--- config.mk ---
export PLATFORM = sky130hd
export DESIGN_NAME = pcx_image_rle_decoder
export DESIGN_NICKNAME = d
export VERILOG_FILES = /design/src/design/pcx_rle_pkg.sv /design/src/design/pcx_image_rle_decoder.sv /design/src/design/pcx_rle_front.sv /design/src/design/pcx_rle_cmd_fifo.sv /design/src/design/pcx_rle_back.sv
export SDC_FILE = /design/constraint.sdc
export NUM_CORES = 1
export LEC_CHECK = 0
export BUFFER_PORTS_ARGS = -buffer_cell sky130_fd_sc_hd__buf_2
export CAP_MARGIN = 30
export CORE_MARGIN = 2
export CORE_UTILIZATION = 40
export DETAILED_ROUTE_END_ITERATION = 6
export REMOVE_ABC_BUFFERS = 1
export SETUP_SLACK_MARGIN = 0.05
export SKIP_CTS_REPAIR_TIMING = 1
export SLEW_MARGIN = 30
export SYNTH_ARGS = -nofsm -noshare
export SYNTH_HDL_FRONTEND = slang
export SYNTH_SLANG_ARGS = --single-unit
--- constraint.sdc ---
create_clock -name clk -period 8.7 [get_ports clk]
set_input_delay 1.74 -clock clk [delete_from_list [all_inputs] [get_ports clk]]
set_output_delay 1.74 -clock clk [all_outputs]
set_load 0.02 [all_outputs]
--- src/design/pcx_rle_pkg.sv ---
// Shared types and constants of the PCX RLE decoder.
package pcx_rle_pkg;

    // File format constants
    localparam logic [7:0] PCX_MAGIC        = 8'd10;
    localparam logic [7:0] RUN_MARK         = 8'd192;
    localparam logic [5:0] RUN_COUNT_MASK   = 6'h3F;
    localparam int         HEADER_BYTES     = 128;
    localparam int         HDR_IDX_W        = $clog2(HEADER_BYTES);
    localparam int         CORNER_FIRST     = 4;
    localparam int         CORNER_LAST      = 11;

    // Size arithmetic
    localparam int         DIM_W            = 18;
    localparam int         DIM_MAG_W        = 17;
    localparam int         PROD_W           = 2 * DIM_MAG_W;
    localparam int         TOTAL_MAX_W      = 32;

    // Defaults of the top-level parameters
    localparam int         DEF_PIXEL_COUNT_BITS = 24;
    localparam int         DEF_CMD_DEPTH        = 4;

    // Result kinds
    typedef enum logic [1:0] {
        KIND_PIXEL     = 2'd0,
        KIND_BAD_MAGIC = 2'd1,
        KIND_BAD_WIDTH = 2'd2,
        KIND_TOO_LARGE = 2'd3
    } kind_t;

    // Input item
    typedef struct packed {
        logic [7:0] file_byte;
        logic       start_of_file;
    } file_item_t;

    // Result item
    typedef struct packed {
        logic [7:0] pixel;
        kind_t      kind;
        logic       last;
    } result_t;

    // Command from front to back
    typedef enum logic [1:0] {
        CMD_IMAGE  = 2'd0,
        CMD_PIXELS = 2'd1,
        CMD_ERROR  = 2'd2
    } cmd_op_t;

    typedef struct packed {
        cmd_op_t                  op;
        logic [7:0]               value;
        logic [5:0]               count;
        kind_t                    kind;
        logic [TOTAL_MAX_W-1:0]   total;
    } cmd_t;

endpackage

--- src/design/pcx_image_rle_decoder.sv ---
// PCX RLE decoder: 8-bit palette images, one file byte in, one pixel out.
// Feed the file byte by byte with start_of_file on its first byte. Header
// bytes are taken one per cycle while the command queue has room, except
// that after header byte 11 the input reports full while the width, height
// and pixel total are formed and checked (subtract, then one 17x17 multiply,
// then the range compare). Data bytes are taken one per cycle while the
// command queue has room; each literal byte yields one pixel and each run
// yields its count of pixels, one per cycle from the back end while results
// are taken, and the result side sets the sustained rate. A pixel passes
// through the command queue, the run registers and the result register
// before it shows up on the result port. Errors (bad magic, bad width, size
// too large) arrive as a single result with last set; then nothing more comes
// out until the next start_of_file. Bytes after the final pixel, the palette
// among them, are dropped.
module pcx_image_rle_decoder #(
    parameter int PIXEL_COUNT_BITS = pcx_rle_pkg::DEF_PIXEL_COUNT_BITS,
    parameter int CMD_DEPTH        = pcx_rle_pkg::DEF_CMD_DEPTH
) (
    input  logic                    clk,
    input  logic                    rst_n,
    input  logic                    push,
    output logic                    full,
    input  pcx_rle_pkg::file_item_t file_item,
    input  logic                    pop,
    output logic                    empty,
    output pcx_rle_pkg::result_t    result
);
    import pcx_rle_pkg::*;

    logic   cmd_push;
    logic   cmd_full;
    logic   cmd_pop;
    logic   cmd_empty;
    cmd_t   cmd_wdata;
    cmd_t   cmd_rdata;

    // Parse and classify
    pcx_rle_front #(
        .PIXEL_COUNT_BITS (PIXEL_COUNT_BITS)
    ) u_front (
        .clk       (clk),
        .rst_n     (rst_n),
        .push      (push),
        .full      (full),
        .file_item (file_item),
        .cmd_push  (cmd_push),
        .cmd       (cmd_wdata),
        .cmd_full  (cmd_full)
    );

    // Decouple front and back
    pcx_rle_cmd_fifo #(
        .DEPTH (CMD_DEPTH)
    ) u_cmd_fifo (
        .clk   (clk),
        .rst_n (rst_n),
        .push  (cmd_push),
        .wdata (cmd_wdata),
        .full  (cmd_full),
        .pop   (cmd_pop),
        .rdata (cmd_rdata),
        .empty (cmd_empty)
    );

    // Expand and emit
    pcx_rle_back #(
        .PIXEL_COUNT_BITS (PIXEL_COUNT_BITS)
    ) u_back (
        .clk       (clk),
        .rst_n     (rst_n),
        .cmd_empty (cmd_empty),
        .cmd       (cmd_rdata),
        .cmd_pop   (cmd_pop),
        .pop       (pop),
        .empty     (empty),
        .result    (result)
    );

endmodule

--- src/design/pcx_rle_front.sv ---
// Front end: header parsing, size check and byte classification into commands.
module pcx_rle_front #(
    parameter int PIXEL_COUNT_BITS = pcx_rle_pkg::DEF_PIXEL_COUNT_BITS
) (
    input  logic                    clk,
    input  logic                    rst_n,
    input  logic                    push,
    output logic                    full,
    input  pcx_rle_pkg::file_item_t file_item,
    output logic                    cmd_push,
    output pcx_rle_pkg::cmd_t       cmd,
    input  logic                    cmd_full
);
    import pcx_rle_pkg::*;

    typedef enum logic [5:0] {
        FS_HEADER   = 6'b000001,
        FS_CALC_DIM = 6'b000010,
        FS_CALC_MUL = 6'b000100,
        FS_ISSUE    = 6'b001000,
        FS_DATA     = 6'b010000,
        FS_IDLE     = 6'b100000
    } front_state_t;

    front_state_t               state_reg, state_next;
    logic [HDR_IDX_W-1:0]       idx_reg, idx_next;
    logic [15:0]                corner_reg [4];
    logic [15:0]                corner_next [4];
    logic                       run_pending_reg, run_pending_next;
    logic [5:0]                 run_len_reg, run_len_next;
    logic signed [DIM_W-1:0]    width_reg, width_next;
    logic signed [DIM_W-1:0]    height_reg, height_next;
    logic [PROD_W-1:0]          prod_reg, prod_next;

    logic                       accepting;
    logic                       accept;
    logic [HDR_IDX_W-1:0]       hdr_idx;
    logic [HDR_IDX_W-1:0]       corner_off;
    logic [1:0]                 corner_sel;
    logic [7:0]                 byte_in;

    assign byte_in    = file_item.file_byte;
    assign accepting  = (state_reg == FS_HEADER) || (state_reg == FS_DATA)
                        || (state_reg == FS_IDLE);
    assign full       = !accepting || cmd_full;
    assign accept     = push && !full;
    assign hdr_idx    = file_item.start_of_file ? '0 : idx_reg;
    assign corner_off = hdr_idx - HDR_IDX_W'(CORNER_FIRST);
    assign corner_sel = corner_off[2:1];

    // Next-state logic of the parser
    always_comb
    begin
        state_next       = state_reg;
        idx_next         = idx_reg;
        corner_next      = corner_reg;
        run_pending_next = run_pending_reg;
        run_len_next     = run_len_reg;
        width_next       = width_reg;
        height_next      = height_reg;
        prod_next        = prod_reg;
        cmd_push         = 1'b0;
        cmd              = '0;

        case (state_reg)
            FS_CALC_DIM:
            begin
                // Form width and height from the corner words
                width_next  = $signed({{2{corner_reg[2][15]}}, corner_reg[2]})
                              - $signed({{2{corner_reg[0][15]}}, corner_reg[0]})
                              + DIM_W'(1);
                height_next = $signed({{2{corner_reg[3][15]}}, corner_reg[3]})
                              - $signed({{2{corner_reg[1][15]}}, corner_reg[1]})
                              + DIM_W'(1);
                state_next  = FS_CALC_MUL;
            end
            FS_CALC_MUL:
            begin
                // Multiply the magnitudes; only used when both are positive
                prod_next  = PROD_W'(width_reg[DIM_MAG_W-1:0])
                             * PROD_W'(height_reg[DIM_MAG_W-1:0]);
                state_next = FS_ISSUE;
            end
            FS_ISSUE:
            begin
                // Issue the image start or the size error
                if (!cmd_full)
                begin
                    cmd_push = 1'b1;
                    if (width_reg <= DIM_W'(1))
                    begin
                        cmd.op     = CMD_ERROR;
                        cmd.kind   = KIND_BAD_WIDTH;
                        state_next = FS_IDLE;
                    end
                    else if ((height_reg <= DIM_W'(0))
                             || ((prod_reg >> PIXEL_COUNT_BITS) != '0))
                    begin
                        cmd.op     = CMD_ERROR;
                        cmd.kind   = KIND_TOO_LARGE;
                        state_next = FS_IDLE;
                    end
                    else
                    begin
                        cmd.op     = CMD_IMAGE;
                        cmd.total  = TOTAL_MAX_W'(prod_reg[PIXEL_COUNT_BITS-1:0]);
                        state_next = FS_HEADER;
                    end
                end
            end
            FS_HEADER, FS_DATA, FS_IDLE:
            begin
                if (accept)
                begin
                    if (file_item.start_of_file || (state_reg == FS_HEADER))
                    begin
                        run_pending_next = 1'b0;
                        if ((hdr_idx == '0) && (byte_in != PCX_MAGIC))
                        begin
                            // Bad magic: report and drop the rest of the file
                            cmd_push   = 1'b1;
                            cmd.op     = CMD_ERROR;
                            cmd.kind   = KIND_BAD_MAGIC;
                            state_next = FS_IDLE;
                        end
                        else
                        begin
                            if ((hdr_idx >= HDR_IDX_W'(CORNER_FIRST))
                                && (hdr_idx <= HDR_IDX_W'(CORNER_LAST)))
                            begin
                                if (corner_off[0])
                                    corner_next[corner_sel][15:8] = byte_in;
                                else
                                    corner_next[corner_sel][7:0] = byte_in;
                            end
                            idx_next = hdr_idx + HDR_IDX_W'(1);
                            if (hdr_idx == HDR_IDX_W'(CORNER_LAST))
                                state_next = FS_CALC_DIM;
                            else if (hdr_idx == HDR_IDX_W'(HEADER_BYTES - 1))
                                state_next = FS_DATA;
                            else
                                state_next = FS_HEADER;
                        end
                    end
                    else if (state_reg == FS_DATA)
                    begin
                        if (run_pending_reg)
                        begin
                            // Run value: drop zero-length runs
                            run_pending_next = 1'b0;
                            if (run_len_reg != '0)
                            begin
                                cmd_push  = 1'b1;
                                cmd.op    = CMD_PIXELS;
                                cmd.value = byte_in;
                                cmd.count = run_len_reg;
                            end
                        end
                        else if (byte_in >= RUN_MARK)
                        begin
                            run_pending_next = 1'b1;
                            run_len_next     = byte_in[5:0] & RUN_COUNT_MASK;
                        end
                        else
                        begin
                            cmd_push  = 1'b1;
                            cmd.op    = CMD_PIXELS;
                            cmd.value = byte_in;
                            cmd.count = 6'd1;
                        end
                    end
                end
            end
            default:
            begin
                state_next = FS_IDLE;
            end
        endcase
    end

    // Control registers
    always_ff @(posedge clk or negedge rst_n)
    begin
        if (!rst_n)
        begin
            state_reg       <= FS_HEADER;
            idx_reg         <= '0;
            run_pending_reg <= 1'b0;
            run_len_reg     <= '0;
            for (int i = 0; i < 4; i++)
            begin
                corner_reg[i] <= '0;
            end
        end
        else
        begin
            state_reg       <= state_next;
            idx_reg         <= idx_next;
            run_pending_reg <= run_pending_next;
            run_len_reg     <= run_len_next;
            corner_reg      <= corner_next;
        end
    end

    // Size arithmetic registers
    always_ff @(posedge clk)
    begin
        width_reg  <= width_next;
        height_reg <= height_next;
        prod_reg   <= prod_next;
    end

endmodule

--- src/design/pcx_rle_cmd_fifo.sv ---
// Short command queue between the front and back ends.
module pcx_rle_cmd_fifo #(
    parameter int DEPTH = pcx_rle_pkg::DEF_CMD_DEPTH
) (
    input  logic               clk,
    input  logic               rst_n,
    input  logic               push,
    input  pcx_rle_pkg::cmd_t  wdata,
    output logic               full,
    input  logic               pop,
    output pcx_rle_pkg::cmd_t  rdata,
    output logic               empty
);
    import pcx_rle_pkg::*;

    localparam int PTR_W = (DEPTH > 1) ? $clog2(DEPTH) : 1;
    localparam int CNT_W = $clog2(DEPTH + 1);

    cmd_t               entry_reg [DEPTH];
    logic [PTR_W-1:0]   wr_ptr_reg, wr_ptr_next;
    logic [PTR_W-1:0]   rd_ptr_reg, rd_ptr_next;
    logic [CNT_W-1:0]   count_reg, count_next;
    logic               do_push;
    logic               do_pop;

    assign full    = (count_reg == CNT_W'(DEPTH));
    assign empty   = (count_reg == '0);
    assign do_push = push && !full;
    assign do_pop  = pop && !empty;
    assign rdata   = entry_reg[rd_ptr_reg];

    // Advance pointers with wrap at the depth
    always_comb
    begin
        wr_ptr_next = wr_ptr_reg;
        rd_ptr_next = rd_ptr_reg;
        count_next  = count_reg;
        if (do_push)
            wr_ptr_next = (wr_ptr_reg == PTR_W'(DEPTH - 1)) ? '0 : wr_ptr_reg + PTR_W'(1);
        if (do_pop)
            rd_ptr_next = (rd_ptr_reg == PTR_W'(DEPTH - 1)) ? '0 : rd_ptr_reg + PTR_W'(1);
        if (do_push && !do_pop)
            count_next = count_reg + CNT_W'(1);
        else if (do_pop && !do_push)
            count_next = count_reg - CNT_W'(1);
    end

    always_ff @(posedge clk or negedge rst_n)
    begin
        if (!rst_n)
        begin
            wr_ptr_reg <= '0;
            rd_ptr_reg <= '0;
            count_reg  <= '0;
        end
        else
        begin
            wr_ptr_reg <= wr_ptr_next;
            rd_ptr_reg <= rd_ptr_next;
            count_reg  <= count_next;
        end
    end

    // Store the written entry
    always_ff @(posedge clk)
    begin
        if (do_push)
            entry_reg[wr_ptr_reg] <= wdata;
    end

endmodule

--- src/design/pcx_rle_back.sv ---
// Back end: run expansion, pixel counting and the result register.
module pcx_rle_back #(
    parameter int PIXEL_COUNT_BITS = pcx_rle_pkg::DEF_PIXEL_COUNT_BITS
) (
    input  logic                 clk,
    input  logic                 rst_n,
    input  logic                 cmd_empty,
    input  pcx_rle_pkg::cmd_t    cmd,
    output logic                 cmd_pop,
    input  logic                 pop,
    output logic                 empty,
    output pcx_rle_pkg::result_t result
);
    import pcx_rle_pkg::*;

    logic                           active_reg, active_next;
    logic [PIXEL_COUNT_BITS-1:0]    done_reg, done_next;
    logic [PIXEL_COUNT_BITS-1:0]    total_reg, total_next;
    logic [5:0]                     run_left_reg, run_left_next;
    logic [7:0]                     run_value_reg, run_value_next;
    logic                           out_valid_reg, out_valid_next;
    result_t                        out_reg, out_next;

    logic                           slot_free;
    logic [PIXEL_COUNT_BITS:0]      done_sum;
    logic                           last_pixel;

    assign slot_free  = !out_valid_reg || pop;
    assign done_sum   = {1'b0, done_reg} + (PIXEL_COUNT_BITS + 1)'(1);
    assign last_pixel = (done_sum >= {1'b0, total_reg});
    assign empty      = !out_valid_reg;
    assign result     = out_reg;

    // Expand runs and take commands
    always_comb
    begin
        active_next    = active_reg;
        done_next      = done_reg;
        total_next     = total_reg;
        run_left_next  = run_left_reg;
        run_value_next = run_value_reg;
        out_valid_next = out_valid_reg && !pop;
        out_next       = out_reg;
        cmd_pop        = 1'b0;

        if (run_left_reg != '0)
        begin
            // Emit one pixel of the current run
            if (slot_free)
            begin
                out_valid_next = 1'b1;
                out_next.pixel = run_value_reg;
                out_next.kind  = KIND_PIXEL;
                out_next.last  = last_pixel;
                done_next      = done_sum[PIXEL_COUNT_BITS-1:0];
                if (last_pixel)
                begin
                    run_left_next = '0;
                    active_next   = 1'b0;
                end
                else
                begin
                    run_left_next = run_left_reg - 6'd1;
                end
            end
        end
        else if (!cmd_empty)
        begin
            case (cmd.op)
                CMD_IMAGE:
                begin
                    cmd_pop     = 1'b1;
                    total_next  = cmd.total[PIXEL_COUNT_BITS-1:0];
                    done_next   = '0;
                    active_next = 1'b1;
                end
                CMD_PIXELS:
                begin
                    // Drop pixels past the end of the image
                    cmd_pop = 1'b1;
                    if (active_reg)
                    begin
                        run_left_next  = cmd.count;
                        run_value_next = cmd.value;
                    end
                end
                CMD_ERROR:
                begin
                    if (slot_free)
                    begin
                        cmd_pop        = 1'b1;
                        active_next    = 1'b0;
                        out_valid_next = 1'b1;
                        out_next.pixel = 8'd0;
                        out_next.kind  = cmd.kind;
                        out_next.last  = 1'b1;
                    end
                end
                default:
                begin
                    cmd_pop = 1'b1;
                end
            endcase
        end
    end

    always_ff @(posedge clk or negedge rst_n)
    begin
        if (!rst_n)
        begin
            active_reg    <= 1'b0;
            done_reg      <= '0;
            total_reg     <= '0;
            run_left_reg  <= '0;
            out_valid_reg <= 1'b0;
        end
        else
        begin
            active_reg    <= active_next;
            done_reg      <= done_next;
            total_reg     <= total_next;
            run_left_reg  <= run_left_next;
            out_valid_reg <= out_valid_next;
        end
    end

    // Payload registers
    always_ff @(posedge clk)
    begin
        run_value_reg <= run_value_next;
        out_reg       <= out_next;
    end

endmodule

==> summary.txt, run 1 <==
Status
  – Status: finished clean

Hold path
  – Hold Path Origin: u_front.corner_reg[47]$_DFFE_PN0P_
  – Worst Hold Class: flop to flop

STA
  – Slew Limit Fails: 0
  – Post-route minimum period: 6.78 ns
  – F_max: 0.148 GHz
  – RSZ-0062 raised after global routing: no
  – Final worst setup slack: 1.92 ns
  – Setup_tns: 0 ns
  – Relative slew slack: 37.0%
  – Worst Tran Pin Value: 0.943 ns
  – Clock Skew: 0.0168 ns
  – Tcrit/Tclk final: 77.9%
  – Endpoints failing hold: 0
  – Final setup vio count: 0

CTS
  – CTS Root Buffer Type: clkbuf_16
  – CTS buffer count: 44
  – CTS tree: yes
  – Clock-pin slew on the worst setup and hold paths: 0.05 ns
  – Sink Count: 404
  – Clock Latency Late Sink: 0.58 ns
  – H-tree level count: 2
  – Deepest clock path buffer count: 3

Setup path
  – RR Startpoint: u_front.width_reg[5]$_DFFE_PP_
  – Most common cell on crit path: fa_1
  – Slowest CP cell: edfxtp_1
  – Crit-path max FO: 18
  – Worst path top cell family by delay: adder cells
  – WP data arrival: 7.10 ns
  – Cells along the critical path: nand2_1, fa_1, inv_1, fa_1, inv_1, fa_1, inv_1, fa_1, fa_1, inv_1, fa_1, inv_1, ha_1, nand2_1, o41a_1, o211ai_1, a21oi_1, o31ai_1, a21oi_1, xnor2_1
  – Crit-path max cell delay: 0.79 ns
  – CP Capture Type: flop
  – Worst path buffer plus inverter count: 5
  – Crit path launch type: flop
  – Critical path class: flop to flop
  – CP Launch Point: u_front.width_reg[5]$_DFFE_PP_
  – Critical Path RT: 9.02 ns

Layout
  – Layout area overhead: 9.05%
  – Max reg flops: 168
  – Fin area: 0.0308 mm^2
  – Layout cell share with drive strength beyond 1: 9.28%
  – NumNets Final: 2,967
  – ANT cells: 0
  – Final Util: 44.0%

Synthesis
  – Ys Warns: 0
  – Sequential fraction of the synthesis area: 40.3%
  – Leading area contributor after synthesis: edfxtp_1
  – Yosys reg bits: 404
  – Post-synth EDFFs: 257
  – Synthesized netlist cell count: 2,556
  – Syn_area_per_cell: 11.1 um^2
  – FFs w/ async S/R, synth: 36.4%
  – Synth cell types: 87
  – Top FF cell, synth: edfxtp_1
  – Synth Cell Area: 0.0283 mm^2
  – Yosys top cell area share: 27.3%
  – Ranking of synthesized cells by area: edfxtp_1 27%, fa_1 16%, dfrtp_1 13%

Routing
  – Vias per cell: 5.14
  – Avg WL per Cell: 17.0 um
  – Antenna-violating nets left: 0
  – First drt pass iteration count: 5
  – Number of DRC markers in iteration 0: 1,200
  – DRT Wirelength: 59,900 um
  – Via count: 18,100
  – Detailed-route DRC error count: 0

Place
  – Area after DPL: 0.0294 mm^2
  – DP Wirelength: 43,600 um
  – IO buf count: 25
  – GPL Wtd Cong: 0.838
  – Place WS: 1.98 ns

Die
  – # IOs: 26
  – Initial Util: 40.3%
  – Die extent in y: 270 um
  – Die area: 0.0728 mm^2
  – DIE WIDTH: 270 um
  – Core Box Area: 0.0700 mm^2
  – FP Rows: 97

Global routing
  – Vias in the first global route: 18,600
  – Gr ovfl total: 0
  – First-pass GRT wire length: 98,100 um
  – Initial antenna violation count: 1
  – Largest net degree at the start of global routing: 62
  – Global Route Usage Sum: 16.7%

Power
  – Tot Pwr: 5050 uW
  – P_leak: 0.0137 uW
  – P per Cell Area: 164 mW/mm^2
  – Max VDD drop: 0.000158 V

Flow run
  – Max-Cap Viols: 0
[per-layer routing]
metal | vias to the layer above | share of wire [%] | GRT usage, %
li1 | 8512 | - | -
met1 | 9170 | 45 | 22.7
met2 | 355 | 49 | 28.1
met3 | 78 | 4.1 | 2.23
met4 | 0 | 2.3 | 4.65
met5 | - | 0 | 0
[cell usage after synthesis, types with 12 or more instances]
cell      count
a21o_1       24
inv_1       373
nor3_1       24
nor2b_1      15
nand2_1     322
and2_1      175
nor4_1       17
clkbuf_1     82
ha_1        176
nand2b_1     15
mux2_2       42
o21ai_1      12
dfrtp_1     146
nor2_1       80
o21ai_0     117
a21oi_1      60
and3_1       22
mux4_2       42
fa_1        227
xor2_1       39
nand3_1      39
edfxtp_1    257
xnor2_1      70
[kinds of logic (layout without fill, tap and decap cells)]
| group | count (synthesis) | in the layout | share of synthesized area (%) |
|---|---|---|---|
| AO/OA/AOI/OAI | 307 | 307 | 6.84 |
| AND/OR/NAND/NOR | 770 | 770 | 13.8 |
| XOR/XNOR | 109 | 109 | 3.38 |
| adder cells (fa/ha/maj) | 403 | 403 | 23.9 |
| buffers and inverters | 466 | 496 | 6.24 |
| flip-flops | 404 | 404 | 40.3 |
| multiplexers | 97 | 97 | 5.53 |
[worst reg2reg max path, stage by stage, from the launching register on]
cell and delay [ns]:
edfxtp_1 0.79, nand2_1 0.17, fa_1 0.56, inv_1 0.05, fa_1 0.50, inv_1 0.05
fa_1 0.47, inv_1 0.06, fa_1 0.51, fa_1 0.55, inv_1 0.05, fa_1 0.53
inv_1 0.04, ha_1 0.34, nand2_1 0.11, o41a_1 0.48, o211ai_1 0.45, a21oi_1 0.25
o31ai_1 0.29, a21oi_1 0.11, xnor2_1 0.14
[worst paths after layout]
kind                                                            to  slack (ns)  cells past startpoint
worst min-delay path            u_front.corner_reg[47]$_DFFE_PN0P_        0.49                      2
max in group asynchronous       u_front.corner_reg[44]$_DFFE_PN0P_        5.83                      3
worst max-delay path                u_front.prod_reg[31]$_DFFE_PP_        1.92                     20
worst max register to register      u_front.prod_reg[31]$_DFFE_PP_        1.92                     20
worst min register to register  u_front.corner_reg[47]$_DFFE_PN0P_        0.49                      2
min in group asynchronous          u_back.done_reg[19]$_DFFE_PN0P_        1.11                      1
[through the flow]
stage | hold WS (ns) | instances
floorplan | 0.456 | 2464
global placement | 0.474 | 3445
detailed placement | 0.482 | 3445
CTS | 0.495 | 3526
global route | 0.516 | 3526
finish | 0.488 | 3526
[cell type report]
type / instances / area, um^2
Clock inverter: 24 / 240
Fill cell: 6494 / 39200
Timing Repair Buffer: 41 / 251
Tap cell: 940 / 1180
Inverter: 374 / 1400
Sequential cell: 404 / 11400
Clock buffer: 57 / 1210
Multi-Input combinational cell: 1686 / 15100
[cell usage in the layout (no fill, tap or decap), types with 39 or more instances in the layout]
master     instances
dfrtp_1          144
xnor2_1           70
mux2_2            42
nor2_1            79
ha_1             176
nand2_1          322
fa_1             227
a21oi_1           60
o21ai_0          117
xor2_1            39
nand3_1           39
mux4_2            42
clkbuf_16         45
and2_1           171
edfxtp_1         257
inv_1            373
[report_power, final]
part	internal [uW]	leakage (uW)	total (uW)	switching, uW
combinational	392	0.00867	914	522
clock	1080	0.000697	1850	775
sequential	2200	0.00435	2290	87.4
No activity file was read; power rests on OpenSTA's default activity.
==> run 2: changes to the inputs <==
==> constraint.sdc (replaced) <==
create_clock -name clk -period 7 [get_ports clk]
set_input_delay 1.4 -clock clk [delete_from_list [all_inputs] [get_ports clk]]
set_output_delay 1.4 -clock clk [all_outputs]
set_load 0.02 [all_outputs]
==> summary.txt, run 2 (synthesis results as in run 1) <==
Setup path
  – Critical Path RT: 7.32 ns
  – WP data arrival: 6.95 ns
  – Crit path launch type: flop
  – RR Startpoint: u_front.width_reg[8]$_DFFE_PP_
  – Flop-to-flop setup slack: 0.37 ns
  – Critical path class: flop to flop
  – R2R cell count: 19
  – RR Endpoint: u_front.prod_reg[33]$_DFFE_PP_
  – CP Capture Type: flop
  – Crit-path max FO: 10

Layout
  – Fillers: 6,519
  – Most frequent cells in the layout: 373 x inv_1, 322 x nand2_1, 257 x edfxtp_1, 227 x fa_1, 176 x ha_1
  – NumNets Final: 3,011
  – Fin area: 0.0312 mm^2
  – ANT cells: 0
  – Layout Cells excl Fill: 3,571
  – Most common cell after layout, fill and taps aside: inv_1
  – Layout area overhead: 10.5%
  – Layout cell share with drive strength beyond 1: 10.7%
  – Max reg flops: 168
  – Final Util: 44.6%

CTS
  – Clock-pin slew on the worst setup and hold paths: 0.06 ns
  – CTS Root Buffer Type: clkbuf_16
  – H-tree level count: 2
  – Clock Latency Late Sink: 0.59 ns
  – CTS tree: yes
  – Sink Count: 404
  – CTS buffer count: 45
  – Deepest clock path buffer count: 3

Routing
  – Avg WL per Cell: 17.3 um
  – Vias per cell: 5.15
  – Via count: 18,400
  – M1 WL: 27,400 um
  – Number of DRC markers in iteration 0: 1,118
  – Antenna-violating nets left: 0
  – First drt pass iteration count: 5
  – Metal3 WL: 2840 um
  – Routed length on met2: 29,800 um
  – DRT Wirelength: 61,900 um
  – Max layer used: met4
  – Detailed-route DRC error count: 0

STA
  – Clock Skew: 0.0250 ns
  – RSZ-0062 raised after global routing: no
  – Slew Limit Fails: 0
  – Worst Tran Pin Value: 0.925 ns
  – Tcrit/Tclk final: 94.7%
  – F_max: 0.151 GHz
  – Relative slew slack: 38.2%
  – Final worst setup slack: 0.372 ns
  – Endpoints failing hold: 0
  – Final setup vio count: 0
  – Post-route minimum period: 6.63 ns

Place
  – GPL Wtd Cong: 0.865
  – DP Wirelength: 45,600 um
  – Area after DPL: 0.0296 mm^2
  – Place WS: 0.349 ns
  – Placed Cells incl. Taps: 3,474
  – IO buf count: 25

Global routing
  – Global Route Usage Sum: 17.4%
  – Vias in the first global route: 19,200
  – First-pass GRT wire length: 102,000 um
  – Gr ovfl total: 0
  – Initial antenna violation count: 0
  – Largest net degree at the start of global routing: 75

Die
  – Core Box Area: 0.0700 mm^2
  – FP Rows: 97
  – # IOs: 26
  – Initial Util: 40.3%
  – DIE WIDTH: 270 um
  – Die area: 0.0728 mm^2
  – Die extent in y: 270 um

Power
  – Max VDD drop: 0.000217 V
  – P per Cell Area: 205 mW/mm^2
  – Tot Pwr: 6390 uW
  – P_leak: 0.0140 uW

Hold path
  – Hold Path Origin: u_front.corner_reg[44]$_DFFE_PN0P_
  – Hold depth: 1
  – Endpoint, Worst Hold: u_front.corner_reg[44]$_DFFE_PN0P_
  – Worst Hold Class: flop to flop

Status
  – Status: finished clean

Flow run
  – Max-Cap Viols: 0
run 2: cell types whose count changed in the layout (fill, tap and decap cells not counted):
| cell | delta |
|---|---|
| clkinv_1 | +1 |
| clkinvlp_4 | -2 |
| bufinv_16 | +3 |
| clkinv_4 | -2 |
| inv_6 | +1 |
| nor4_1 | +1 |
| clkbuf_1 | +2 |
| buf_4 | +40 |
| clkbuf_8 | -1 |
| nor4_2 | -1 |
| buf_6 | +1 |
| buf_12 | +2 |
run 2: cell type report:
type	count	area (um^2)	area share (%)
inverters	374	1400	4.50
clock buffers	58	1200	3.86
flip-flops and latches	404	11400	36.5
well taps	940	1180	3.77
multi-input cells	1686	15100	48.4
repair buffers	84	603	1.93
clock inverters	25	310	0.994
run 2: worst max-delay path, stage by stage, from the launching register on:
cell and delay, ns:
edfxtp_1 0.65, buf_4 0.27, nand2_1 0.08, fa_1 0.49, inv_1 0.05, fa_1 0.52, fa_1 0.47, fa_1 0.52
fa_1 0.54, inv_1 0.06, fa_1 0.53, inv_1 0.04, ha_1 0.35, nand2_1 0.10, o41a_1 0.48, o211ai_1 0.42
a21oi_1 0.24, o31ai_1 0.30, a21oi_1 0.12, xnor2_1 0.14
run 2: worst max path at each step:
stage | endpoint | start | cells past startpoint | slack, ns
floorplan | u_back.done_reg[17]$_DFFE_PN0P_ | u_cmd_fifo.rd_ptr_reg[0]$_DFFE_PN0P_ | 5 | -0.40
global placement | u_front.prod_reg[33]$_DFFE_PP_ | u_front.width_reg[5]$_DFFE_PP_ | 20 | 0.42
detailed placement | u_front.prod_reg[33]$_DFFE_PP_ | u_front.width_reg[5]$_DFFE_PP_ | 20 | 0.35
CTS | u_front.prod_reg[33]$_DFFE_PP_ | u_front.width_reg[5]$_DFFE_PP_ | 20 | 0.32
global route | u_front.prod_reg[31]$_DFFE_PP_ | u_front.height_reg[3]$_DFFE_PP_ | 20 | 0.08
finish | u_front.prod_reg[33]$_DFFE_PP_ | u_front.width_reg[8]$_DFFE_PP_ | 19 | 0.37
run 2: per-layer routing:
metal  GRT usage [%]  up-vias
li1                -     8593
met1            23.6     9264
met2            28.8      417
met3            2.47      100
met4            5.85        0
met5               0        -
run 2: metrics by stage:
stage | TNS, ns | hold WS, ns
3_3_place_gp | 0 | 0.474
5_1_grt | 0 | 0.522
6_report | 0 | 0.494
4_1_cts | 0 | 0.496
3_5_place_dp | 0 | 0.484
2_1_floorplan | -4.44 | 0.456
run 2: where the power goes:
part / total, uW / leakage, uW / internal, uW / switching, uW
Sequential: 2840 / 0.00435 / 2730 / 107
Combinational: 1140 / 0.00891 / 485 / 654
Clock: 2410 / 0.000732 / 1440 / 969
